`src/rtl/rrm_pkg.sv`:
```
`timescale 1ns / 1ps
`default_nettype none
// ----------------------------------------------------------------------------
// rrm_pkg
// Types, codes and constants shared by the RAID10 request mapper.
// ----------------------------------------------------------------------------
package rrm_pkg;

	localparam int MAX_DEVICES     = 16;
	localparam int DEV_BITS        = $clog2(MAX_DEVICES);
	localparam int BLK_BITS        = 2;
	localparam int BLOCK_SECTORS   = 1 << BLK_BITS;
	localparam int DEV_SECTOR_BITS = 19;
	localparam int START_BITS      = 23;
	localparam int ROW_BITS        = START_BITS - BLK_BITS;
	localparam int POS_BITS        = START_BITS + 1;
	localparam int COUNT_LIMIT     = 32;
	localparam int GROUP_MAX       = 16;
	localparam int MIRROR_MAX      = 4;
	localparam int GRP_BITS        = 4;
	localparam int IDX_BITS        = 6;

	typedef enum logic [1:0] {
		OP_READ   = 2'd0,
		OP_WRITE  = 2'd1,
		OP_KILL   = 2'd2,
		OP_REPAIR = 2'd3
	} op_t;

	typedef enum logic [1:0] {
		ST_OK        = 2'd0,
		ST_NO_MIRROR = 2'd1,
		ST_BEYOND    = 2'd2
	} status_t;

	typedef enum logic [0:0] {
		REG_GROUP_COUNT  = 1'b0,
		REG_MIRROR_COUNT = 1'b1
	} reg_idx_t;

	typedef enum logic [1:0] {
		SEQ_IDLE,
		SEQ_DIV,
		SEQ_SCAN,
		SEQ_EMIT
	} seq_state_t;

	typedef struct packed {
		logic [1:0]            op;
		logic [START_BITS-1:0] start_sector;
		logic [5:0]            sector_count;
		logic [DEV_BITS-1:0]   device_number;
	} rrm_req_t;

	typedef struct packed {
		logic [DEV_BITS-1:0]        chosen_device;
		logic [MAX_DEVICES-1:0]     written_mask;
		logic [DEV_SECTOR_BITS-1:0] device_first_sector;
		logic [DEV_SECTOR_BITS-1:0] device_last_sector;
		logic [1:0]                 status;
		logic                       last;
	} rrm_rsp_t;

	typedef struct packed {
		logic                  done;
		logic [ROW_BITS-1:0]   quot;
		logic [GRP_BITS-1:0]   rem;
	} div_res_t;

	typedef struct packed {
		logic                   done;
		logic                   found;
		logic [DEV_BITS-1:0]    chosen;
		logic [MAX_DEVICES-1:0] mask;
	} scan_res_t;

endpackage
`default_nettype wire

```
`src/rtl/rrm_divider.sv`:
```
`timescale 1ns / 1ps
`default_nettype none
// ----------------------------------------------------------------------------
// rrm_divider
// Restoring divider, one quotient bit per cycle: block number by group count.
// ----------------------------------------------------------------------------
module rrm_divider (
	input  wire logic                       clk,
	input  wire logic                       arst_n,
	input  wire logic                       start,
	input  wire logic [rrm_pkg::ROW_BITS-1:0] dividend,
	input  wire logic [4:0]                 divisor,
	output rrm_pkg::div_res_t               res
);
	import rrm_pkg::*;

	localparam int CNT_BITS = $clog2(ROW_BITS);

	logic                active_q;
	logic                done_q;
	logic [CNT_BITS-1:0] cnt_q;
	logic [4:0]          rem_q;
	logic [4:0]          div_q;
	logic [ROW_BITS-1:0] quo_q;
	logic [5:0]          trial;
	logic                fits;

	assign trial = {rem_q, quo_q[ROW_BITS-1]};
	assign fits  = trial >= {1'b0, div_q};

	always_ff @(posedge clk or negedge arst_n) begin
		if (!arst_n) begin
			active_q <= 1'b0;
			done_q   <= 1'b0;
			cnt_q    <= '0;
		end else begin
			done_q <= 1'b0;
			if (start) begin
				active_q <= 1'b1;
				cnt_q    <= CNT_BITS'(ROW_BITS - 1);
			end else if (active_q) begin
				if (cnt_q == '0) begin
					active_q <= 1'b0;
					done_q   <= 1'b1;
				end else begin
					cnt_q <= cnt_q - 1'b1;
				end
			end
		end
	end

	always_ff @(posedge clk) begin
		if (start) begin
			rem_q <= '0;
			quo_q <= dividend;
			div_q <= divisor;
		end else if (active_q) begin
			rem_q <= fits ? 5'(trial - {1'b0, div_q}) : trial[4:0];
			quo_q <= {quo_q[ROW_BITS-2:0], fits};
		end
	end

	assign res.done = done_q;
	assign res.quot = quo_q;
	assign res.rem  = rem_q[GRP_BITS-1:0];

endmodule
`default_nettype wire

```
`src/rtl/rrm_scan.sv`:
```
`timescale 1ns / 1ps
`default_nettype none
// ----------------------------------------------------------------------------
// rrm_scan
// Walks the mirrors of one group, one device per cycle, collecting the
// lowest alive device and the mask of all alive ones.
// ----------------------------------------------------------------------------
module rrm_scan (
	input  wire logic                          clk,
	input  wire logic                          arst_n,
	input  wire logic                          start,
	input  wire logic [rrm_pkg::IDX_BITS-1:0]  base,
	input  wire logic [2:0]                    mirrors,
	input  wire logic [rrm_pkg::MAX_DEVICES-1:0] alive,
	output rrm_pkg::scan_res_t                 res
);
	import rrm_pkg::*;

	logic                   active_q;
	logic                   done_q;
	logic [1:0]             j_q;
	logic [1:0]             jlast_q;
	logic [IDX_BITS-1:0]    base_q;
	logic                   found_q;
	logic [DEV_BITS-1:0]    chosen_q;
	logic [MAX_DEVICES-1:0] mask_q;
	logic [IDX_BITS-1:0]    idx;
	logic                   hit;

	assign idx = base_q + IDX_BITS'(j_q);
	assign hit = (idx[IDX_BITS-1:DEV_BITS] == '0) && alive[idx[DEV_BITS-1:0]];

	always_ff @(posedge clk or negedge arst_n) begin
		if (!arst_n) begin
			active_q <= 1'b0;
			done_q   <= 1'b0;
			j_q      <= '0;
		end else begin
			done_q <= 1'b0;
			if (start) begin
				active_q <= 1'b1;
				j_q      <= '0;
			end else if (active_q) begin
				if (j_q == jlast_q) begin
					active_q <= 1'b0;
					done_q   <= 1'b1;
				end else begin
					j_q <= j_q + 1'b1;
				end
			end
		end
	end

	always_ff @(posedge clk) begin
		if (start) begin
			base_q  <= base;
			jlast_q <= 2'(mirrors - 3'd1);
			found_q <= 1'b0;
			mask_q  <= '0;
		end else if (active_q && hit) begin
			if (!found_q)
				chosen_q <= idx[DEV_BITS-1:0];
			found_q                     <= 1'b1;
			mask_q[idx[DEV_BITS-1:0]]   <= 1'b1;
		end
	end

	assign res.done   = done_q;
	assign res.found  = found_q;
	assign res.chosen = chosen_q;
	assign res.mask   = mask_q;

endmodule
`default_nettype wire

```
`src/rtl/rrm_seq.sv`:
```
`timescale 1ns / 1ps
`default_nettype none
// ----------------------------------------------------------------------------
// rrm_seq
// Request sequencer: divides the first block once, then steps chunk by
// chunk, scanning mirrors and loading the result register.
// ----------------------------------------------------------------------------
module rrm_seq (
	input  wire logic                            clk,
	input  wire logic                            arst_n,
	input  wire logic                            in_valid,
	output logic                                 in_stall,
	input  wire rrm_pkg::rrm_req_t               in_data,
	output logic                                 out_valid,
	input  wire logic                            out_stall,
	output rrm_pkg::rrm_rsp_t                    out_data,
	input  wire logic [4:0]                      group_count,
	input  wire logic [2:0]                      mirror_count,
	input  wire logic [rrm_pkg::MAX_DEVICES-1:0] alive
);
	import rrm_pkg::*;

	seq_state_t           state_q, state_d;
	logic [POS_BITS-1:0]  i_q, end_q;
	logic [ROW_BITS-1:0]  row_q;
	logic [GRP_BITS-1:0]  grp_q;
	logic [4:0]           g_q;
	logic [2:0]           m_q;
	logic                 wr_q;
	logic                 out_valid_q;
	rrm_rsp_t             out_q;

	logic [4:0]           g_eff;
	logic [2:0]           m_eff;
	logic [5:0]           cnt_eff;
	logic                 is_rw;
	logic                 take;

	div_res_t             div_res;
	scan_res_t            scan_res;
	logic                 div_start, scan_start, out_load, out_free;

	logic [1:0]           off;
	logic [2:0]           room;
	logic [POS_BITS-1:0]  left;
	logic [2:0]           n_eff;
	logic                 fin;
	logic [START_BITS-1:0] first;
	logic [POS_BITS-1:0]  lastsec;
	logic                 cap_err;
	logic                 err;
	logic                 ending;
	logic [4:0]           grp_inc;
	logic                 wrap;
	logic [GRP_BITS-1:0]  grp_sel;
	logic [6:0]           prod;
	rrm_rsp_t             rsp;

	always_comb begin
		priority if (group_count == 5'd0)
			g_eff = 5'd1;
		else if (group_count > 5'(GROUP_MAX))
			g_eff = 5'(GROUP_MAX);
		else
			g_eff = group_count;
		priority if (mirror_count == 3'd0)
			m_eff = 3'd1;
		else if (mirror_count > 3'(MIRROR_MAX))
			m_eff = 3'(MIRROR_MAX);
		else
			m_eff = mirror_count;
		cnt_eff = (in_data.sector_count > 6'(COUNT_LIMIT)) ? 6'(COUNT_LIMIT)
			: in_data.sector_count;
	end

	assign is_rw = (op_t'(in_data.op) == OP_READ) || (op_t'(in_data.op) == OP_WRITE);
	assign take  = in_valid && is_rw && (cnt_eff != '0);

	// chunk arithmetic
	assign off     = i_q[BLK_BITS-1:0];
	assign room    = 3'(BLOCK_SECTORS) - {1'b0, off};
	assign left    = end_q - i_q;
	assign fin     = left <= POS_BITS'(room);
	assign n_eff   = fin ? left[2:0] : room;
	assign first   = {row_q, off};
	assign lastsec = {1'b0, first} + POS_BITS'(n_eff) - POS_BITS'(1);
	assign cap_err = lastsec[POS_BITS-1:DEV_SECTOR_BITS] != '0;
	assign err     = !scan_res.found || cap_err;
	assign ending  = err || fin;

	assign grp_inc = {1'b0, grp_q} + 5'd1;
	assign wrap    = grp_inc == g_q;

	always_comb begin
		rsp = '0;
		priority if (!scan_res.found) begin
			rsp.status = ST_NO_MIRROR;
			rsp.last   = 1'b1;
		end else if (cap_err) begin
			rsp.status = ST_BEYOND;
			rsp.last   = 1'b1;
		end else begin
			rsp.chosen_device       = scan_res.chosen;
			rsp.written_mask        = wr_q ? scan_res.mask : '0;
			rsp.device_first_sector = first[DEV_SECTOR_BITS-1:0];
			rsp.device_last_sector  = lastsec[DEV_SECTOR_BITS-1:0];
			rsp.status              = ST_OK;
			rsp.last                = fin;
		end
	end

	assign out_free = !out_valid_q || !out_stall;

	// next state
	always_comb begin
		state_d = state_q;
		unique case (state_q)
			SEQ_IDLE: if (take) state_d = SEQ_DIV;
			SEQ_DIV:  if (div_res.done) state_d = SEQ_SCAN;
			SEQ_SCAN: if (scan_res.done) state_d = SEQ_EMIT;
			SEQ_EMIT: if (out_free) state_d = ending ? SEQ_IDLE : SEQ_SCAN;
			default:  state_d = SEQ_IDLE;
		endcase
	end

	// outputs
	always_comb begin
		in_stall   = 1'b1;
		div_start  = 1'b0;
		scan_start = 1'b0;
		out_load   = 1'b0;
		unique case (state_q)
			SEQ_IDLE: begin
				in_stall  = 1'b0;
				div_start = take;
			end
			SEQ_DIV:  scan_start = div_res.done;
			SEQ_SCAN: ;
			SEQ_EMIT: begin
				out_load   = out_free;
				scan_start = out_free && !ending;
			end
			default: ;
		endcase
	end

	assign grp_sel = (state_q == SEQ_DIV) ? div_res.rem : (wrap ? '0 : grp_inc[GRP_BITS-1:0]);
	assign prod    = 7'(grp_sel) * 7'(m_q);

	always_ff @(posedge clk or negedge arst_n) begin
		if (!arst_n) begin
			state_q     <= SEQ_IDLE;
			out_valid_q <= 1'b0;
		end else begin
			state_q <= state_d;
			if (out_load)
				out_valid_q <= 1'b1;
			else if (!out_stall)
				out_valid_q <= 1'b0;
		end
	end

	always_ff @(posedge clk) begin
		if (div_start) begin
			i_q   <= {1'b0, in_data.start_sector};
			end_q <= {1'b0, in_data.start_sector} + POS_BITS'(cnt_eff);
			g_q   <= g_eff;
			m_q   <= m_eff;
			wr_q  <= op_t'(in_data.op) == OP_WRITE;
		end
		if (state_q == SEQ_DIV && div_res.done) begin
			row_q <= div_res.quot;
			grp_q <= div_res.rem;
		end
		if (scan_start && state_q == SEQ_EMIT) begin
			i_q   <= i_q + POS_BITS'(n_eff);
			grp_q <= grp_sel;
			if (wrap)
				row_q <= row_q + 1'b1;
		end
		if (out_load)
			out_q <= rsp;
	end

	rrm_divider u_div (
		.clk      (clk),
		.arst_n   (arst_n),
		.start    (div_start),
		.dividend (in_data.start_sector[START_BITS-1:BLK_BITS]),
		.divisor  (g_eff),
		.res      (div_res)
	);

	rrm_scan u_scan (
		.clk     (clk),
		.arst_n  (arst_n),
		.start   (scan_start),
		.base    (prod[IDX_BITS-1:0]),
		.mirrors (m_q),
		.alive   (alive),
		.res     (scan_res)
	);

	assign out_valid = out_valid_q;
	assign out_data  = out_q;

endmodule
`default_nettype wire

```
`src/rtl/raid10_request_mapper.sv`:
```
`timescale 1ns / 1ps
`default_nettype none
// ----------------------------------------------------------------------------
// raid10_request_mapper
// Maps read/write requests onto a RAID10 array, one beat per chunk; keeps
// the device alive mask and the group/mirror count registers.
//
//   channel  | handshake          | payload
//   ---------+--------------------+-----------------------------
//   in       | in_valid/in_stall  | in_data   (rrm_req_t)
//   out      | out_valid/out_stall| out_data  (rrm_rsp_t)
//   config   | APB psel/penable   | paddr, pwdata, prdata
//
// A request of k chunks goes through the bit-serial divider once, then for
// each chunk a scan of m mirrors and one load, m the mirror count. Kill,
// repair and zero-length requests are accepted from idle and start no division.
// Reset leaves every device alive, groups 2, mirrors 2, no beat pending.
// A stalled output beat holds the sequencer in its load state.
// ----------------------------------------------------------------------------
module raid10_request_mapper (
	input  wire logic              clk,
	input  wire logic              arst_n,
	input  wire logic              in_valid,
	output logic                   in_stall,
	input  wire rrm_pkg::rrm_req_t in_data,
	output logic                   out_valid,
	input  wire logic              out_stall,
	output rrm_pkg::rrm_rsp_t      out_data,
	input  wire logic              psel,
	input  wire logic              penable,
	input  wire logic              pwrite,
	input  wire logic [2:0]        paddr,
	input  wire logic [31:0]       pwdata,
	output logic [31:0]            prdata,
	output logic                   pready
);
	import rrm_pkg::*;

	logic [4:0]             group_count_q;
	logic [2:0]             mirror_count_q;
	logic [MAX_DEVICES-1:0] alive_q;
	logic                   cfg_wr;
	logic                   dev_evt;
	reg_idx_t               reg_idx;

	assign pready  = 1'b1;
	assign cfg_wr  = psel && penable && pwrite;
	assign reg_idx = reg_idx_t'(paddr[2]);
	assign dev_evt = in_valid && !in_stall
		&& ((op_t'(in_data.op) == OP_KILL) || (op_t'(in_data.op) == OP_REPAIR));

	always_comb begin
		unique case (reg_idx)
			REG_GROUP_COUNT:  prdata = 32'(group_count_q);
			REG_MIRROR_COUNT: prdata = 32'(mirror_count_q);
			default:          prdata = '0;
		endcase
	end

	always_ff @(posedge clk or negedge arst_n) begin
		if (!arst_n) begin
			group_count_q  <= 5'd2;
			mirror_count_q <= 3'd2;
			alive_q        <= '1;
		end else begin
			if (cfg_wr) begin
				unique case (reg_idx)
					REG_GROUP_COUNT:  group_count_q  <= pwdata[4:0];
					REG_MIRROR_COUNT: mirror_count_q <= pwdata[2:0];
					default: ;
				endcase
			end
			if (dev_evt)
				alive_q[in_data.device_number] <= op_t'(in_data.op) == OP_REPAIR;
		end
	end

	rrm_seq u_seq (
		.clk          (clk),
		.arst_n       (arst_n),
		.in_valid     (in_valid),
		.in_stall     (in_stall),
		.in_data      (in_data),
		.out_valid    (out_valid),
		.out_stall    (out_stall),
		.out_data     (out_data),
		.group_count  (group_count_q),
		.mirror_count (mirror_count_q),
		.alive        (alive_q)
	);

endmodule
`default_nettype wire
```
`config.mk`:
```
export PLATFORM = sky130hd
export DESIGN_NAME = raid10_request_mapper
export DESIGN_NICKNAME = d
export VERILOG_FILES = /design/src/rtl/rrm_pkg.sv /design/src/rtl/rrm_divider.sv /design/src/rtl/rrm_scan.sv /design/src/rtl/rrm_seq.sv /design/src/rtl/raid10_request_mapper.sv
export SDC_FILE = /design/constraint.sdc
export NUM_CORES = 1
export LEC_CHECK = 0
export BUFFER_PORTS_ARGS = -buffer_cell sky130_fd_sc_hd__buf_2
export CORE_ASPECT_RATIO = 1.4
export CORE_MARGIN = 3
export CORE_UTILIZATION = 25
export CTS_BUF_LIST = sky130_fd_sc_hd__clkbuf_8
export DETAILED_ROUTE_END_ITERATION = 10
export GPL_TIMING_DRIVEN = 1
export HOLD_SLACK_MARGIN = 0.15
export PLACE_DENSITY = 0.45
export SLEW_MARGIN = 10
export SYNTH_ARGS = -nofsm -noshare
export SYNTH_HDL_FRONTEND = slang
export SYNTH_SLANG_ARGS = --single-unit
```
`constraint.sdc`:
```
create_clock -name clk -period 22.4 [get_ports clk]
set_clock_uncertainty 0.2 [all_clocks]
set_input_delay 4.48 -clock clk [delete_from_list [all_inputs] [get_ports clk]]
set_output_delay 4.48 -clock clk [all_outputs]
set_load 0.02 [all_outputs]
```
==> results.json <==
{
  "switching_share_pct": 40.1,
  "seq_power_share_pct": 36.6,
  "grt_max_degree": 65,
  "wl_per_cell_um": 16.6,
  "synth_seq_cells": 236,
  "synth_cell_types": 77,
  "overflow": 0,
  "clockRootBuffer": "clkbuf_8",
  "cp-end-kind": "output pin",
  "finalSetupTns_ns": 0,
  "rsz0062_at_grt": "false",
  "chipHeight_um": 293,
  "hold_path_startpoint": "u_seq.u_div.rem_q[4]",
  "hp-class": "reg -> reg",
  "cts_resized": 0,
  "fmax_mhz": 102,
  "ys_warn_count": 0,
  "ir_worst_vdd_mv": 0.0432,
  "coreArea_mm2": 0.0579,
  "pre_cts_ws_ns": 12.58,
  "status": "completed",
  "fillers": 6073,
  "first_iter_violations": 486,
  "pwr_density_cell_mw_per_mm2": 110,
  "nets": 1796,
  "worstSkewPairLatency_ns": 0.62,
  "syn_area_mm2": 0.0147,
  "dieArea_mm2": 0.0620,
  "hpwl_um": 30100,
  "yosys-top-cells-area": "edfxtp_1, ha_1, dfxtp_1",
  "regArea_mm2": 0.00649,
  "synth_edf_count": 155,
  "tightest_slew_ns": 1.15,
  "cap_viol_max_count": 0,
  "yosysMostFrequentCell": "nand2_1",
  "port-buffer-count": 115,
  "cts_tree": "built",
  "power.internal_w": 0.00111,
  "p_switching_w": 0.000744,
  "total_power_w": 0.00186,
  "max-slew-margin-rel_pct": 23.6,
  "io_pins": 173,
  "dr.pass1.iters": 5,
  "path_max_fanout": 7,
  "num_vias": 11176,
  "wl_um": 39700,
  "initial_core_util_pct": 25.5,
  "drc_errors": 0,
  "syn_area_per_cell_um2": 9.88,
  "grt_pass1_wl_um": 62900,
  "reg2reg_slack_ns": 13.08,
  "htree_levels": 2,
  "finalCritPeriodShare_pct": 43.8,
  "grt_pass1_vias": 11514,
  "p_clk_share_pct": 22.1,
  "report.final.slew_viol_count": 0,
  "startpoint_type": "input port",
  "ctsHoldBuffers": 0,
  "r2r_cells": 28,
  "finish.instance_area_mm2": 0.0169,
  "min_to": "u_seq.u_div.rem_q[4]",
  "synth_top_area_share_pct": 31.6,
  "synth.largest_area_cell": "edfxtp_1",
  "clockBufferDepth": 3,
  "crit_required_ns": 17.72,
  "clkSlewWorstSetupHoldPaths_ns": 0.06,
  "ant_nets": 0,
  "netlist_instances": 1493,
  "numCtsBuffers": 43,
  "arrival_ns": 5.14,
  "ys_async_sr_fraction_pct": 16.1,
  "layout-drive-gt1-share_pct": 16.6,
  "gp_congestion": 0.826,
  "p_comb_share_pct": 41.3,
  "via_per_inst": 4.67,
  "reg2reg_to": "u_seq.i_q[4]",
  "setup_violations": 0,
  "antenna_found_initial": 7,
  "synth_seq_area_share_pct": 44.0,
  "grt_use_total_pct": 12.8,
  "syn_to_final_growth_pct": 14.4,
  "final.setup.worst_slack_ns": 12.58,
  "r2r_start": "u_seq.i_q[0]",
  "hold_violations": 0,
  "yosys-top-cells-count": "nand2_1, edfxtp_1, nor2_1, inv_1, ha_1",
  "place_area_mm2": 0.0160,
  "multi_input_area_mm2": 0.00755,
  "min_period_ns": 9.82,
  "p_leak_nw": 7.15,
  "critPathKind": "in -> out",
  "cts_sinks": 236,
  "worstHoldPathCells": 2,
  "ys.flop_type": "edfxtp_1",
  "fp.dieW_um": 211,
  "post-cts-setup-buffer-count": 0,
  "row_count": 104
}
-- power groups by stage --
stage	combinational, W	clock, W	sequential [W]
final	0.000767	0.000410	0.000679
after global routing	0.000876	0.000451	0.000694
after CTS	0.000776	0.000431	0.000682
after detailed placement	0.000771	0	0.000689
after global placement	0.000762	0	0.000688
after floorplan	0.000592	0	0.000659
-- routing by layer --
layer / GRT usage, % / part of all wire [%] / vias up
li1: - / - / 5505
met1: 14.1 / 39 / 5370
met2: 23.7 / 52 / 224
met3: 2.78 / 4.8 / 71
met4: 5.08 / 3.2 / 6
met5: 0 / 0.10 / -
-- cell usage in the layout, fill, tap and decap left out, types with 9 or more instances in the layout --
cell type and n:
a211oi_1 12, inv_1 124, fa_1 9, buf_4 10
nor3b_1 11, mux2_4 21, nor3_1 37, xor2_1 28
ha_1 99, o21ai_0 37, dfstp_2 18, nand3_1 73
mux2i_1 14, xnor2_1 61, a32oi_1 17, dfrtp_1 20
dfxtp_1 43, or3_1 23, o211ai_1 9, nand2_1 169
nand4_1 22, and3_1 37, a21o_1 23, a21oi_1 77
conb_1 28, buf_2 115, clkbuf_8 49, mux2_2 32
nor2b_1 23, edfxtp_1 155, nor2_1 109, and2_1 21
-- registers in the layout, summed over array words and instances (netlist names), 6 cells and up --
register	flops
u_seq.u_div.quo_q	21
u_seq.row_q	21
alive_q	16
u_seq.u_scan.base_q	6
u_seq.i_q	24
u_seq.u_scan.mask_q	16
u_seq.end_q	24
u_seq.out_data	61
-- worst max path at each step --
stage                   endpoint  slack (ns)         start
floorplan              prdata[0]       12.88      paddr[2]
global placement       prdata[2]       12.59      paddr[2]
detailed placement     prdata[2]       12.58      paddr[2]
CTS                    prdata[2]       12.58      paddr[2]
global route        u_seq.i_q[4]       12.45  u_seq.i_q[0]
finish                 prdata[2]       12.58      paddr[2]
-- kinds of logic after synthesis --
kind of cell	share of synthesized area (%)
adder cells (fa/ha/maj)	9.62
buffers and inverters	5.67
other	0.0509
AND/OR/NAND/NOR	18.3
AO/OA/AOI/OAI	10.8
multiplexers	6.22
XOR/XNOR	5.29
flip-flops	44.0
-- cell type report --
class | count | share of cell area (%)
Clock inverter | 31 | 0.994
Inverter | 107 | 2.38
Clock buffer | 49 | 4.00
Timing Repair Buffer | 125 | 3.86
Multi-Input combinational cell | 1098 | 44.7
Antenna cell | 5 | 0.0742
Sequential cell | 236 | 38.5
Tap cell | 742 | 5.50
-- worst max-delay path, cell delays in order --
cell and delay (ns):
buf_2 0.15, mux2_2 0.35, buf_2 0.16
-- stage by stage --
step | instances | hold WS [ns] | utilization, %
floorplan | 1519 | 0.245 | -
global placement | 2308 | 0.257 | 27.7
detailed placement | 2308 | 0.271 | 27.7
CTS | 2388 | 0.283 | 29.1
global route | 2391 | 0.330 | 29.1
finish | 2393 | 0.280 | 29.1
(Power assumes the default switching activity.)
